$ cat src/design/first_primes_generator_assert.svh
// ----------------------------------------------------------------------------
// First primes generator assertion macros
// Shared concurrent assertion forms for the generator and its remainder unit.
// ----------------------------------------------------------------------------
`ifndef FIRST_PRIMES_GENERATOR_ASSERT_SVH
`define FIRST_PRIMES_GENERATOR_ASSERT_SVH

// check the consequent in the same cycle as the antecedent
`define FPG_ASSERT_SAME(name, clk, rst, ante, cons, msg) \
   name: assert property (@(posedge clk) disable iff (rst) (ante) |-> (cons)) \
      else $error(msg);

// check the consequent in the cycle after the antecedent
`define FPG_ASSERT_NEXT(name, clk, rst, ante, cons, msg) \
   name: assert property (@(posedge clk) disable iff (rst) (ante) |=> (cons)) \
      else $error(msg);

`endif

$ cat src/design/fpg_pkg.sv
// ----------------------------------------------------------------------------
// First primes generator package
// Field widths, trial division constants and the remainder unit interface.
// ----------------------------------------------------------------------------
`default_nettype none

package fpg_pkg;

   localparam int COUNT_W = 7;
   localparam int PRIME_W = 9;
   localparam int POS_W   = 6;
   localparam int DIV_W   = 5;
   localparam int SQ_W    = 10;
   localparam int STEP_W  = $clog2(PRIME_W);

   localparam logic [PRIME_W-1:0] CAND_START = PRIME_W'(2);
   localparam logic [DIV_W-1:0]   DIV_START  = DIV_W'(2);
   localparam logic [SQ_W-1:0]    SQ_START   = SQ_W'(4);
   localparam logic [STEP_W-1:0]  LAST_STEP  = STEP_W'(PRIME_W - 1);

   typedef struct packed {
      logic               start;
      logic [PRIME_W-1:0] dividend;
      logic [DIV_W-1:0]   divisor;
   } rem_req_type;

   typedef struct packed {
      logic             done;
      logic [DIV_W-1:0] rem;
   } rem_rsp_type;

endpackage

`default_nettype wire

$ cat src/design/first_primes_generator.sv
// ----------------------------------------------------------------------------
// First primes generator
// Emits the first count primes (count capped at MAX_COUNT) in ascending order, found by trial division.
//
//   channel   dir   handshake          payload
//   req_      in    valid / stall      count
//   rsp_      out   valid / stall      prime_value, position, last
//
// Each trial division is one test, nine remainder steps and one result.
// A composite costs one trial division per divisor tried; a prime adds one final
// test and a load of the result register.
// req_stall stays high until the last result is loaded. Reset is synchronous and
// clears all control. A stalled result holds the search at the next prime found.
// ----------------------------------------------------------------------------
`default_nettype none
`include "first_primes_generator_assert.svh"

module first_primes_generator
   import fpg_pkg::*;
#(
   parameter int MAX_COUNT = 64
) (
   input  wire logic               clock,
   input  wire logic               reset,
   input  wire logic               req_valid,
   output logic                    req_stall,
   input  wire logic [COUNT_W-1:0] req_count,
   output logic                    rsp_valid,
   input  wire logic               rsp_stall,
   output logic [PRIME_W-1:0]      rsp_prime_value,
   output logic [POS_W-1:0]        rsp_position,
   output logic                    rsp_last
);

   localparam logic [1:0] S_IDLE = 2'd0;
   localparam logic [1:0] S_TEST = 2'd1;
   localparam logic [1:0] S_DIV  = 2'd2;
   localparam logic [1:0] S_EMIT = 2'd3;

   localparam logic [COUNT_W-1:0] COUNT_MAX = COUNT_W'(MAX_COUNT);

   logic [1:0]          state_ff, state_in;
   logic [COUNT_W-1:0]  want_ff, want_in;
   logic [COUNT_W-1:0]  found_ff, found_in;
   logic [PRIME_W-1:0]  cand_ff, cand_in;
   logic [DIV_W-1:0]    div_ff, div_in;
   logic [SQ_W-1:0]     sq_ff, sq_in;
   logic                rsp_valid_ff, rsp_valid_in;
   logic [PRIME_W-1:0]  rsp_prime_ff, rsp_prime_in;
   logic [POS_W-1:0]    rsp_pos_ff, rsp_pos_in;
   logic                rsp_last_ff, rsp_last_in;

   logic [COUNT_W-1:0]  req_want;
   logic [COUNT_W-1:0]  found_inc;
   logic                out_free;
   logic                is_last;
   logic                load;
   rem_req_type         rem_req;
   rem_rsp_type         rem_rsp;

   fpg_rem u_rem (
      .clock   (clock),
      .reset   (reset),
      .rem_req (rem_req),
      .rem_rsp (rem_rsp)
   );

   assign req_want  = (req_count > COUNT_MAX) ? COUNT_MAX : req_count;
   assign found_inc = COUNT_W'(found_ff + 1'b1);
   assign out_free  = !rsp_valid_ff || !rsp_stall;
   assign is_last   = (found_inc == want_ff);
   assign load      = (state_ff == S_EMIT) && out_free;

   assign rem_req.start    = (state_ff == S_TEST) && (sq_ff <= {1'b0, cand_ff});
   assign rem_req.dividend = cand_ff;
   assign rem_req.divisor  = div_ff;

   always_comb begin
      state_in     = state_ff;
      want_in      = want_ff;
      found_in     = found_ff;
      cand_in      = cand_ff;
      div_in       = div_ff;
      sq_in        = sq_ff;
      rsp_prime_in = rsp_prime_ff;
      rsp_pos_in   = rsp_pos_ff;
      rsp_last_in  = rsp_last_ff;
      rsp_valid_in = rsp_valid_ff && rsp_stall;
      unique case (state_ff)
         S_IDLE: begin
            if (req_valid) begin
               want_in  = req_want;
               found_in = '0;
               cand_in  = CAND_START;
               div_in   = DIV_START;
               sq_in    = SQ_START;
               if (req_want != '0) begin
                  state_in = S_TEST;
               end
            end
         end
         S_TEST: begin
            if (sq_ff > {1'b0, cand_ff}) begin
               state_in = S_EMIT;
            end else begin
               state_in = S_DIV;
            end
         end
         S_DIV: begin
            if (rem_rsp.done) begin
               state_in = S_TEST;
               if (rem_rsp.rem == '0) begin
                  cand_in = PRIME_W'(cand_ff + 1'b1);
                  div_in  = DIV_START;
                  sq_in   = SQ_START;
               end else begin
                  div_in = DIV_W'(div_ff + 1'b1);
                  sq_in  = SQ_W'(sq_ff + {SQ_W'(div_ff), 1'b1});
               end
            end
         end
         S_EMIT: begin
            if (out_free) begin
               rsp_valid_in = 1'b1;
               rsp_prime_in = cand_ff;
               rsp_pos_in   = found_ff[POS_W-1:0];
               rsp_last_in  = is_last;
               found_in     = found_inc;
               cand_in      = PRIME_W'(cand_ff + 1'b1);
               div_in       = DIV_START;
               sq_in        = SQ_START;
               state_in     = is_last ? S_IDLE : S_TEST;
            end
         end
         default: begin
            state_in = S_IDLE;
         end
      endcase
   end

   always_ff @(posedge clock) begin
      if (reset) begin
         state_ff     <= S_IDLE;
         rsp_valid_ff <= 1'b0;
      end else begin
         state_ff     <= state_in;
         rsp_valid_ff <= rsp_valid_in;
      end
      want_ff      <= want_in;
      found_ff     <= found_in;
      cand_ff      <= cand_in;
      div_ff       <= div_in;
      sq_ff        <= sq_in;
      rsp_prime_ff <= rsp_prime_in;
      rsp_pos_ff   <= rsp_pos_in;
      rsp_last_ff  <= rsp_last_in;
   end

   assign req_stall       = (state_ff != S_IDLE);
   assign rsp_valid       = rsp_valid_ff;
   assign rsp_prime_value = rsp_prime_ff;
   assign rsp_position    = rsp_pos_ff;
   assign rsp_last        = rsp_last_ff;

   `FPG_ASSERT_SAME(a_done_in_div, clock, reset, rem_rsp.done, state_ff == S_DIV, "stray done")
   `FPG_ASSERT_SAME(a_square_track, clock, reset, state_ff == S_TEST,
      sq_ff == SQ_W'(SQ_W'(div_ff) * SQ_W'(div_ff)), "divisor square out of step")
   `FPG_ASSERT_NEXT(a_hold_on_stall, clock, reset,
      (state_ff == S_EMIT) && rsp_valid_ff && rsp_stall, $stable(found_ff), "emit under stall")
   `FPG_ASSERT_NEXT(a_load_valid, clock, reset, load, rsp_valid_ff, "loaded result not shown")

endmodule

`default_nettype wire

$ cat src/design/fpg_rem.sv
// ----------------------------------------------------------------------------
// First primes generator remainder unit
// Restoring bit-serial remainder, one dividend bit per cycle.
// ----------------------------------------------------------------------------
`default_nettype none
`include "first_primes_generator_assert.svh"

module fpg_rem
   import fpg_pkg::*;
(
   input  wire logic        clock,
   input  wire logic        reset,
   input  wire rem_req_type rem_req,
   output rem_rsp_type      rem_rsp
);

   logic                busy_ff, busy_in;
   logic                done_ff, done_in;
   logic [STEP_W-1:0]   step_ff, step_in;
   logic [PRIME_W-1:0]  dvd_ff, dvd_in;
   logic [DIV_W-1:0]    dvs_ff, dvs_in;
   logic [DIV_W-1:0]    part_ff, part_in;
   logic [DIV_W:0]      shifted;

   assign shifted = {part_ff, dvd_ff[PRIME_W-1]};

   always_comb begin
      busy_in = busy_ff;
      done_in = 1'b0;
      step_in = step_ff;
      dvd_in  = dvd_ff;
      dvs_in  = dvs_ff;
      part_in = part_ff;
      if (rem_req.start) begin
         busy_in = 1'b1;
         step_in = '0;
         dvd_in  = rem_req.dividend;
         dvs_in  = rem_req.divisor;
         part_in = '0;
      end else if (busy_ff) begin
         dvd_in = {dvd_ff[PRIME_W-2:0], 1'b0};
         if (shifted >= {1'b0, dvs_ff}) begin
            part_in = DIV_W'(shifted - {1'b0, dvs_ff});
         end else begin
            part_in = shifted[DIV_W-1:0];
         end
         step_in = STEP_W'(step_ff + 1'b1);
         if (step_ff == LAST_STEP) begin
            busy_in = 1'b0;
            done_in = 1'b1;
         end
      end
   end

   always_ff @(posedge clock) begin
      if (reset) begin
         busy_ff <= 1'b0;
         done_ff <= 1'b0;
         step_ff <= '0;
      end else begin
         busy_ff <= busy_in;
         done_ff <= done_in;
         step_ff <= step_in;
      end
      dvd_ff  <= dvd_in;
      dvs_ff  <= dvs_in;
      part_ff <= part_in;
   end

   assign rem_rsp.done = done_ff;
   assign rem_rsp.rem  = part_ff;

   `FPG_ASSERT_SAME(a_start_idle, clock, reset, rem_req.start, !busy_ff, "start while busy")
   `FPG_ASSERT_SAME(a_done_idle, clock, reset, done_ff, !busy_ff, "done while busy")

endmodule

`default_nettype wire

$ cat config.mk
export PLATFORM = sky130hd
export DESIGN_NAME = first_primes_generator
export DESIGN_NICKNAME = d
export VERILOG_FILES = /design/src/design/fpg_pkg.sv /design/src/design/first_primes_generator.sv /design/src/design/fpg_rem.sv
export VERILOG_INCLUDE_DIRS = /design/src /design/src/design
export SDC_FILE = /design/constraint.sdc
export NUM_CORES = 1
export LEC_CHECK = 0
export BUFFER_PORTS_ARGS = -buffer_cell sky130_fd_sc_hd__buf_2
export CAP_MARGIN = 40
export CORE_MARGIN = 3
export CORE_UTILIZATION = 25
export CTS_CLUSTER_DIAMETER = 40
export DETAILED_ROUTE_END_ITERATION = 10
export SETUP_SLACK_MARGIN = 0.4
export SKIP_LAST_GASP = 1
export SLEW_MARGIN = 30
export SYNTH_ARGS = -nofsm -noshare
export SYNTH_HDL_FRONTEND = slang
export SYNTH_SLANG_ARGS = --single-unit
$ cat constraint.sdc
create_clock -name clock -period 3.1 [get_ports clock]
set_input_delay 0.155 -clock clock [delete_from_list [all_inputs] [get_ports clock]]
set_output_delay 0.155 -clock clock [all_outputs]
set_load 0.05 [all_outputs]
## Word level (Yosys, flattened, before mapping)

Index checks and enable logic that the tools add are counted.

| word-level totals | value |
|---|---|
| register bits after elaboration | 82 |
| input bits | 11 |
| output and inout port bits | 18 |
| logic and storage cells | 92 |

| cells by class | value |
|---|---|
| $add $sub $neg | 6 |
| $lt $le $gt $ge | 4 |
| equality and inequality tests | 10 |
| multiplexer cells | 35 |
| bitwise gates (word level) | 1 |
| reduce and logical (&&, ||, !) cells | 20 |

Operators by type and width:

| cell | count |
|---|---|
| 9-bit two-way mux | 6 |
| 10-bit two-way mux | 4 |
| 10-bit case mux with 3 select lines | 1 |
| 9-bit case mux with 3 select lines | 1 |
| 5-bit two-way mux | 5 |
| 7-bit two-way mux | 3 |
| 5-bit case mux with 3 select lines | 1 |
| 7-bit case mux with 2 select lines | 1 |
| 10-bit by 6-bit adder with 10-bit output | 1 |
| 10-bit by 9-bit greater-than comparator with 1-bit output | 1 |
| 10-bit by 9-bit <= comparator with 1-bit output | 1 |
| 9-bit by 1-bit adder with 9-bit output (second input constant) | 1 |
| 1-bit two-way mux | 8 |
| 2-bit two-way mux | 4 |
| 2-bit inequality test (second input constant) | 4 |
| 2-bit case mux with 4 select lines | 1 |
| 4-bit AND reduction | 2 |
| 7-bit by 1-bit adder with 7-bit output (second input constant) | 1 |
| 7-bit == test | 1 |
| 7-bit greater-than comparator (second input constant) | 1 |
| 7-bit nonzero test | 1 |
| 6-bit by 5-bit >= comparator with 1-bit output | 1 |
| 2-bit nonzero test | 3 |
| 5-bit by 1-bit adder with 5-bit output (second input constant) | 1 |
| 18 further kinds | 22 |

## Depth between registers and ports, before layout

Gate-level depths: netlist of run 1.

| depth | value |
|---|---|
| depth after elaboration | 6 |
| mapped depth | 9 |
| gate-level depth less buffers | 9 |

## Hierarchy

A second synthesis of run 1 with hierarchy kept.

| second synthesis, totals | value |
|---|---|
| cell total of the unflattened synthesis | 350 |
| area, all modules | 4244.1 sq um |

By module, submodules not included:

| module | times used | cells an instance | area an instance (sq um) | sequential area each (sq um) |
|---|---|---|---|---|
| first_primes_generator | 1 | 248 | 3006.6 | 1681.6 |
| fpg_rem | 1 | 102 | 1237.4 | 640.6 |

## Worst setup path after synthesis of run 1

Ideal clock, no wire load.

| timing path | value |
|---|---|
| path kind | register -> register |
| start point | register cand_ff[2] |
| end point | register u_rem.dvd_ff[0] (enable) |
| library setup time | 340 ps |
| data arrival time | 1904 ps |
| data required time | 2760 ps |
| slack | 856 ps |
| cell stages (with the launch flop) | 8 |
| buffers on the path | 0 |
| period minus slack after synthesis | 2244 ps |
| cell sequence | edfxtp_1 inv_1 ha_1 o21ai_0 a21oi_1 o41ai_1 a21oi_4 nand2b_1 |

| on the way | value |
|---|---|
| word-level cells in the longest chain between the ends | 3 |

Ends and longest elaborated chain:

| element | line | RTL |
|---|---|---|
| start, declared | first_primes_generator.sv:45 | `logic [PRIME_W-1:0] cand_ff, cand_in;` |
| start signal, assigned | first_primes_generator.sv:151 | `cand_ff <= cand_in;` |
| 10-bit by 9-bit <= comparator with 1-bit output | first_primes_generator.sv:74 | `assign rem_req.start = (state_ff == S_TEST) && (sq_ff <= {1'b0, cand_ff});` |
| 1-bit logical AND | first_primes_generator.sv:74 |  |
| 2-bit nonzero test (no source line) | n/a |  |
| end signal, assigned | fpg_rem.sv:65 | `dvd_ff <= dvd_in;` |
| end, declared | fpg_rem.sv:20 | `logic [PRIME_W-1:0] dvd_ff, dvd_in;` |

No other way between the ends.
A chain may end at the register's enable or synchronous reset.

## Worst setup path after layout of run 1

| timing path | value |
|---|---|
| start point | register cand_ff[7] |
| end point | register u_rem.dvd_ff[0] (enable) |

Same word-level chain as after synthesis.

==> results of run 1 <==
-- cells in the final DEF, fill, tap and decap left out, types with 12 or more instances in the layout --
cell type	netlist	routed
edfxtp_1	68	68
nor2_1	31	31
buf_2	1	28
inv_1	24	24
ha_1	24	24
nand2_1	21	21
xnor2_1	14	14
xor2_1	14	14
dfxtp_1	14	14
buf_4	1	13
nor2b_1	12	12
-- worst max-delay path, delay by kind of cell (launching register included) --
family                   cells  cell delay (ns)
AO/OA/AOI/OAI                4             0.94
adder cells (fa/ha/maj)      1             0.31
buffers and inverters        1             0.10
flip-flops                   1             0.42
AND/OR/NAND/NOR              1             0.36
-- flip-flops by register name (all words and copies together) (netlist names) --
name / flops
sq_ff: 10
cand_ff: 9
rsp_prime_value: 9
u_rem.dvd_ff: 9
found_ff: 7
want_ff: 7
rsp_position: 6
div_ff: 5
u_rem.dvs_ff: 5
u_rem.part_ff: 5
u_rem.step_ff: 4
state_ff: 2
rsp_last: 1
rsp_valid: 1
u_rem.busy_ff: 1
u_rem.done_ff: 1
-- layout make-up --
type / count / area [µm²] / share of cell area
Sequential cell: 82 / 2320 / 0.470
Multi-Input combinational cell: 242 / 1720 / 0.347
Tap cell: 216 / 270 / 0.0546
Clock buffer: 10 / 239 / 0.0483
Timing Repair Buffer: 41 / 238 / 0.0481
Inverter: 25 / 96.3 / 0.0195
Clock inverter: 6 / 65.1 / 0.0132
-- power by group --
group | total [W] | switching (W) | internal, W
registers | 0.00217 | 0.000350 | 0.00182
logic | 0.00252 | 0.00150 | 0.00102
clock network | 0.00108 | 0.000435 | 0.000646
-- metrics by stage --
stage | total power [W] | worst slack [ns]
5_1_grt | 0.00620 | 0.448
6_report | 0.00577 | 0.627
3_3_place_gp | 0.00450 | 0.552
3_5_place_dp | 0.00459 | 0.432
2_1_floorplan | 0.00403 | 0.856
4_1_cts | 0.00567 | 0.400
-- path summary, 6_finish.rpt --
path | slack (ns) | start | depth (start not counted) | to
setup reg to reg | 0.63 | cand_ff[7]$_SDFFCE_PN0P_ | 7 | u_rem.dvd_ff[0]$_SDFFCE_PN0P_
hold reg to reg | 0.50 | rsp_valid$_SDFF_PP0_ | 2 | rsp_valid$_SDFF_PP0_
hold / removal | 0.1 | rsp_stall | 3 | rsp_valid$_SDFF_PP0_
setup / recovery | 0.63 | cand_ff[7]$_SDFFCE_PN0P_ | 7 | u_rem.dvd_ff[0]$_SDFFCE_PN0P_
-- cells by family after synthesis --
family                   Yosys count
adder cells (fa/ha/maj)           26
XOR/XNOR                          28
flip-flops                        82
multiplexers                       7
buffers and inverters             34
AO/OA/AOI/OAI                     57
AND/OR/NAND/NOR                  124
-- per-layer routing --
layer | track usage | vias up | part of all wire
met5 | 0 | - | 0
met4 | 0.0403 | 0 | 0.0099
met1 | 0.110 | 1313 | 0.47
li1 | - | 1375 | -
met2 | 0.136 | 53 | 0.47
met3 | 0.0156 | 4 | 0.046
-- repair_timing --
item                       CTS  global route
gates resized for setup      0             1
buffers inserted             0             7
setup endpoints to repair    0            17
==> results by group, run 1 <==
Route
  – Vias per cell: 4.41
  – DR pass1 iterations: 4
  – DRC: 0
  – Routed len/inst: 12.4 µm
  – Vias: 2745
  – Initial DRC Count: 240
  – Antenna Nets Post-Route: 0
  – Final wirelength: 7.69 mm

Setup path
  – CP Max Fanout: 10
  – Critical Path AT: 2.46 ns
  – Slowest stage cell, crit path: a2111oi_4
  – CP most frequent cell: a21o_1
  – Setup CP Type: reg -> reg
  – Setup crit end kind: flop
  – Worst setup SP type: flop
  – Worst path required time: 3.08 ns
  – CP Cell Sequence: inv_1 -> ha_1 -> a21o_1 -> a2111oi_4 -> a21o_1 -> a21oi_4 -> nand2b_1
  – Largest stage delay, worst path: 0.45 ns

GRT
  – Gr usage total: 0.0846
  – GR Overflow Total: 0
  – Antenna violations before repair: 0
  – Largest net degree at the start of global routing: 20
  – Number of global-route vias before repair: 2504
  – First-pass GRT wire length: 12.3 mm

Placed design
  – Post-DP HPWL: 5.68 mm
  – Cell Area, Placed: 4580 µm²
  – Buffers on Ports: 28
  – Final RePlAce weighted congestion: 0.780
  – Placed insts: 599

Synthesis
  – Multiplexer share of the synthesized area: 0.0174
  – Synth Area in Simple Gates: 0.152
  – Synth warnings: 0
  – Synth Area in XOR/XNOR: 0.0587
  – Cells after Synth: 358
  – Mapped Nets: 395
  – Most common library cells after synthesis: edfxtp_1 (68), nor2_1 (31), ha_1 (24), inv_1 (24), nand2_1 (21)
  – Cell taking the most area after synthesis: edfxtp_1
  – FF+latch count, synth: 82
  – Ys async rst share: 0
  – Post-Synth Adder-Cell Area: 0.0814
  – Sequential element share of the synthesized area: 0.556
  – Count leader, synth: edfxtp_1
  – Share of the synthesized area in the top cell type: 0.488
  – Synth Area in Compound Gates: 0.0991
  – Main combinational cell family by area after synthesis: simple AND/OR/NAND/NOR gates
  – Area contributors post-synth: edfxtp_1 (49%), ha_1 (7.2%), dfxtp_1 (6.7%)
  – Top_reg_cell synth: edfxtp_1
  – Synthesized area: 4180 µm²
  – Number of synthesized flops with an enable pin: 68
  – Synth unique cells: 48
  – Syn_area_per_cell: 11.7 µm²

Timing
  – TNS Setup: 0 ns
  – Count of final setup violators: 0
  – Min Hold Slack: 0.0988 ns
  – Worst slew pin tran: 0.584 ns
  – Slew Viols, Final: 0
  – Final period util: 0.798
  – RSZ-0062 raised after global routing: no
  – Fin. Hold Viols: 0
  – Final setup skew: 0.00612 ns
  – Slew margin rel.: 0.610
  – Min Tclk post-route: 2.47 ns
  – FMAX: 0.404 GHz

Finish
  – FILL cells: 1633
  – Cell area after layout: 4950 µm²
  – Layout Utilization: 0.307
  – Final Non-Filler Cells: 622
  – Final antenna diode count: 0
  – Layout Nets: 438
  – Share of cells above drive strength 1: 0.182
  – Area Overhead vs Synth: 18.3%

Power and ir drop
  – Max VDD drop: 0.000390 V
  – Pwr/cell area: 1170 nW/µm²
  – Leakage: 1.86 nW

Clock network
  – Skew-Pair Late Insertion Delay: 0.33 ns
  – Htree depth: 3
  – Clock slew at reported path FFs: 0.06 ns
  – Root Buffer Master: clkbuf_16
  – CTS Hold Bufs: 0
  – CTS sink count: 82
  – Clock buffer depth: 2
  – CTS Buf Count: 9
  – CTS tree: built

Floorplan
  – Die Span X: 135 µm
  – Initial Utilization: 0.259
  – Core Footprint: 16100 µm²
  – Number of core rows: 46
  – IO Count: 29
  – Die Y: 135 µm
  – Die ar.: 18300 µm²

Job
  – Max-cap viol count: 0

Status
  – Outcome: completed

Min path
  – Hold Path Class: in -> reg
(Power assumes the default switching activity.)
==> run 2: changes to the inputs <==
==> constraint.sdc (replaced) <==
create_clock -name clock -period 2.3 [get_ports clock]
set_input_delay 0.115 -clock clock [delete_from_list [all_inputs] [get_ports clock]]
set_output_delay 0.115 -clock clock [all_outputs]
set_load 0.05 [all_outputs]
==> results by group, run 2 (synthesis gave the netlist of run 1 again) <==
Status
  – Outcome: completed

Placed design
  – Cell Area, Placed: 4720 µm²
  – Final RePlAce weighted congestion: 0.842
  – Placed insts: 611
  – Post-DP HPWL: 6.01 mm
  – Buffers on Ports: 28

Floorplan
  – Initial Utilization: 0.259
  – Core Footprint: 16100 µm²
  – Die Y: 135 µm
  – IO Count: 29
  – Number of core rows: 46
  – Die Span X: 135 µm
  – Die ar.: 18300 µm²

Timing
  – Slew Viols, Final: 0
  – Final setup skew: 0.00668 ns
  – Fin. Hold Viols: 0
  – Count of final setup violators: 0
  – Slew margin rel.: 0.642
  – Min Tclk post-route: 2.08 ns
  – FMAX: 0.480 GHz
  – RSZ-0062 raised after global routing: yes
  – Final period util: 0.906
  – Worst slew pin tran: 0.530 ns
  – TNS Setup: 0 ns

Route
  – Final wirelength: 8.88 mm
  – Antenna Nets Post-Route: 0
  – Initial DRC Count: 123
  – DR pass1 iterations: 4
  – DRC: 0
  – Routed len/inst: 13.4 µm
  – Vias: 2956
  – Vias per cell: 4.48

Finish
  – Layout Utilization: 0.346
  – Max reg flops: 10
  – Final Non-Filler Cells: 660
  – Share of cells above drive strength 1: 0.369
  – Cell area after layout: 5580 µm²
  – Area Overhead vs Synth: 33.6%
  – Final antenna diode count: 0
  – Register area: 2320 µm²
  – Area of the multi-input gates: 2040 µm²
  – Commonest non-fill, non-tap cell in the layout: edfxtp_1
  – Biggest register: sq_ff
  – FILL cells: 1570
  – Most frequent cells in the layout: edfxtp_1 (68), buf_4 (40), nor2_1 (29), buf_2 (29), inv_1 (16)
  – Layout Nets: 476

Clock network
  – CTS tree: built
  – Skew-Pair Late Insertion Delay: 0.34 ns
  – Root Buffer Master: clkbuf_16
  – CTS sink count: 82
  – Clock buffer depth: 2
  – CTS Buf Count: 9
  – Clock slew at reported path FFs: 0.06 ns
  – Htree depth: 3

Power and ir drop
  – Leakage: 2.09 nW
  – Pwr/cell area: 1680 nW/µm²
  – Max VDD drop: 0.000521 V

GRT
  – Largest net degree at the start of global routing: 17
  – First-pass GRT wire length: 14.1 mm
  – GR Overflow Total: 0
  – Antenna violations before repair: 0
  – Gr usage total: 0.0967
  – Number of global-route vias before repair: 2921

Job
  – Max-cap viol count: 0

Setup path
  – CP Max Fanout: 2
  – Worst setup SP type: flop
  – Critical Path AT: 2.35 ns
  – Setup crit end kind: flop
  – Worst path required time: 2.57 ns
  – Setup CP Type: reg -> reg

Min path
  – Hold Path Class: in -> reg
-- run 2: critical path, cell delays in order (launching register included) --
cell and delay [ns]:
edfxtp_1 0.41, inv_2 0.11, ha_4 0.14, fa_2 0.21
nor2b_2 0.04, o21ai_1 0.12, nand2b_1 0.13, buf_4 0.17
buf_6 0.10, buf_6 0.11, a21oi_2 0.20, o311ai_4 0.13
a21oi_1 0.13
-- run 2: cell type report --
class | instances | share of cell area
Tap cell | 216 | 0.0484
Sequential cell | 82 | 0.416
Clock buffer | 10 | 0.0410
Multi-Input combinational cell | 243 | 0.366
Inverter | 25 | 0.0177
Timing Repair Buffer | 78 | 0.0995
Clock inverter | 6 | 0.0119
-- run 2: routing by layer --
metal,vias up,global-route usage,wire (µm)
met5,-,0,0
met4,0,0.0347,173
met3,14,0.0245,292
met2,47,0.160,4300
met1,1439,0.123,4110
li1,1456,-,-
-- run 2: metrics by stage --
stage | setup slack (ns) | hold WS [ns] | power, W
floorplan | 0.239 | 0.255 | 0.00557
detailed placement | 0.139 | 0.399 | 0.00649
finish | 0.215 | 0.0509 | 0.00938
CTS | 0.275 | 0.0387 | 0.00882
global route | 0.122 | 0.0554 | 0.0100
global placement | 0.204 | 0.389 | 0.00635
-- run 2: worst paths after layout --
path | startpoint | end | slack [ns] | cells after the start
hold / removal | req_count[6] | want_ff[6]$_DFFE_PP_ | 0.05 | 1
setup / recovery | u_rem.dvd_ff[8]$_DFFE_PP_ | u_rem.part_ff[4]$_SDFFE_PP0P_ | 0.22 | 12
setup reg to reg | u_rem.dvd_ff[8]$_DFFE_PP_ | u_rem.part_ff[4]$_SDFFE_PP0P_ | 0.22 | 12
hold reg to reg | found_ff[1]$_SDFFCE_PN0P_ | rsp_position[1]$_DFFE_PP_ | 0.50 | 0
-- run 2: timing repair --
| item | in CTS | in global routing |
|---|---|---|
| setup endpoints to repair | 38 | 49 |
| pin swaps | 17 | 22 |
| hold buffers | 0 | 0 |
| cloned | 2 | 1 |
| setup buffers | 19 | 11 |
| gates resized for setup | 40 | 33 |
-- run 2: report_power, final --
part | switching, W | internal, W | leakage [nW] | total [W]
combinational | 0.00270 | 0.00231 | 1.19 | 0.00501
sequential | 0.000464 | 0.00246 | 0.765 | 0.00292
clock | 0.000595 | 0.000843 | 0.137 | 0.00144
==> run 3: changes to the inputs <==
--- a/config.mk
+++ b/config.mk
@@ -12,6 +12,7 @@
 export CORE_UTILIZATION = 25
 export CTS_CLUSTER_DIAMETER = 40
 export DETAILED_ROUTE_END_ITERATION = 10
+export REMOVE_ABC_BUFFERS = 1
 export SETUP_SLACK_MARGIN = 0.4
 export SKIP_LAST_GASP = 1
 export SLEW_MARGIN = 30
==> results by group, run 3 (synthesis gave the netlist of run 1 again) <==
Job
  – Max-cap viol count: 0

Setup path
  – Crit-path leading delay family: compound AO/OA/AOI/OAI gates
  – Worst path required time: 2.54 ns
  – Slowest stage cell, crit path: edfxtp_1
  – CP most frequent cell: o41ai_2
  – Worst path bufs/invs: 2
  – Critical Path AT: 2.31 ns
  – Worst reg2reg startpoint: sq_ff[1]$_SDFFCE_PN0P_
  – Worst r2r path cells: 9
  – FF-to-FF End: state_ff[0]$_SDFFE_PP0P_
  – CP Max Fanout: 4
  – Setup crit end kind: flop
  – Largest stage delay, worst path: 0.47 ns
  – CP Cell Sequence: ha_4 -> nand2b_4 -> a21oi_2 -> o41ai_2 -> buf_4 -> a21oi_4 -> inv_4 -> o32a_1 -> o41ai_2
  – Setup CP Type: reg -> reg
  – Slack of the worst reg-to-reg path: 0.22 ns
  – Worst setup SP type: flop

Timing
  – Count of final setup violators: 0
  – RSZ-0062 raised after global routing: yes
  – Final setup skew: 0.0101 ns
  – Fin. Hold Viols: 0
  – Final period util: 0.903
  – FMAX: 0.482 GHz
  – PnR worst setup slack: 0.223 ns
  – Slew Viols, Final: 0
  – Worst slew pin tran: 0.605 ns
  – Min Tclk post-route: 2.08 ns
  – TNS Setup: 0 ns
  – Min Hold Slack: 0.0674 ns
  – Slew margin rel.: 0.591

Floorplan
  – Die Y: 135 µm
  – Core Footprint: 16100 µm²
  – Die Span X: 135 µm
  – Initial Utilization: 0.259
  – Die ar.: 18300 µm²
  – IO Count: 29
  – Number of core rows: 46

Finish
  – Area Overhead vs Synth: 36.1%
  – Max reg flops: 10
  – Commonest non-fill, non-tap cell in the layout: edfxtp_1
  – Most frequent cells in the layout: edfxtp_1 (68), buf_4 (42), nor2_1 (29)
  – Share of cells above drive strength 1: 0.386
  – Biggest register: sq_ff
  – Cell area after layout: 5690 µm²
  – Layout Nets: 478
  – Final antenna diode count: 0

GRT
  – Gr usage total: 0.0914
  – GR Overflow Total: 0
  – GR Util met3: 0.0178
  – Largest net degree at the start of global routing: 18
  – GR Layer Usage met2: 0.155
  – Gr busiest metal: met2
  – First-pass GRT wire length: 13.6 mm
  – Number of global-route vias before repair: 2862
  – Antenna violations before repair: 0
  – Grt met1 use: 0.119

Power and ir drop
  – Leakage: 2.15 nW
  – Max VDD drop: 0.000588 V
  – Final Power: 0.00961 W
  – Pwr/cell area: 1690 nW/µm²

Clock network
  – Clock buffer depth: 2
  – Clock slew at reported path FFs: 0.06 ns
  – Htree depth: 3
  – Root Buffer Master: clkbuf_16
  – CTS sink count: 82
  – CTS Hold Bufs: 0
  – CTS Buf Count: 9
  – Skew-Pair Late Insertion Delay: 0.33 ns
  – CTS tree: built

Route
  – Vias per cell: 4.44
  – Routed len/inst: 13.1 µm
  – Final wirelength: 8.68 mm
  – Antenna Nets Post-Route: 0
  – Vias: 2937
  – DRC: 0
  – Initial DRC Count: 183
  – DR pass1 iterations: 4

Placed design
  – Cell Area, Placed: 4730 µm²
  – Final RePlAce weighted congestion: 0.790
  – Post-DP HPWL: 5.81 mm
  – DP Worst Slack: 0.0447 ns
  – Buffers on Ports: 28

Min path
  – Hold Path Class: in -> reg
  – Hold Path Cell Cnt: 3
  – Min-Delay Endpoint: rsp_valid$_SDFF_PP0_
  – Min-delay src: rsp_stall

Status
  – Outcome: completed
==> run 3: cell count changes in the layout (fill, tap and decap cells not counted), sizes merged <==
cell,change
bufinv,+1
clkinvlp,-1
clkinv,+1
clkbuf,+1
==> run 3: through the flow <==
step                std cells  utilization
CTS                       649        0.326
finish                    662        0.353
global placement          617        0.293
floorplan                 349            -
detailed placement        617        0.293
global route              662        0.353
==> run 3: repair_timing <==
action | in CTS | in global routing
gates cloned | 1 | 3
resized for setup | 26 | 65
buffers inserted | 15 | 10
setup endpoints to repair | 39 | 51
pin swaps | 12 | 27
==> run 3: metal layers <==
layer	share of wire	vias up	routed length [µm]
li1	-	1459	-
met1	0.46	1429	4020
met2	0.50	39	4380
met3	0.025	10	214
met4	0.0081	0	70
met5	0	-	0
==> run 3: cell type report <==
cell class              count  area [µm²]
inverters                  25        96.3
clock inverters             7        93.8
fillers                  1552       10400
well taps                 216         270
multi-input cells         243        2070
flip-flops and latches     82        2320
repair buffers             80         608
clock buffers               9         225
==> run 3: worst max path at each step <==
stage	start	depth (start not counted)	endpoint	slack [ns]
after CTS	cand_ff[7]$_SDFFCE_PN0P_	8	u_rem.dvd_ff[7]$_DFFE_PP_	0.27
after detailed placement	u_rem.dvd_ff[8]$_DFFE_PP_	9	u_rem.part_ff[1]$_SDFFE_PP0P_	0.04
after global placement	u_rem.dvd_ff[8]$_DFFE_PP_	9	u_rem.part_ff[1]$_SDFFE_PP0P_	0.12
after global routing	sq_ff[1]$_SDFFCE_PN0P_	9	u_rem.done_ff$_SDFF_PP0_	0.14
after floorplan	cand_ff[2]$_SDFFCE_PN0P_	7	u_rem.dvd_ff[0]$_SDFFCE_PN0P_	-0.04
final	sq_ff[1]$_SDFFCE_PN0P_	9	state_ff[0]$_SDFFE_PP0P_	0.22
==> run 3: worst register-to-register path: stages, from the launching register on <==
cell and delay [ns]:
edfxtp_1 0.47, ha_4 0.32, nand2b_4 0.05, a21oi_2 0.15, o41ai_2 0.08, buf_4 0.15, a21oi_4 0.26, inv_4 0.10
o32a_1 0.36, o41ai_2 0.05
==> run 3: report_power, final <==
part           internal, W  switching (W)  leakage [nW]  total [W]
logic              0.00246        0.00268          1.23    0.00514
clock network     0.000949       0.000589         0.153    0.00154
registers          0.00246       0.000477         0.765    0.00294
total              0.00587        0.00375          2.15    0.00961
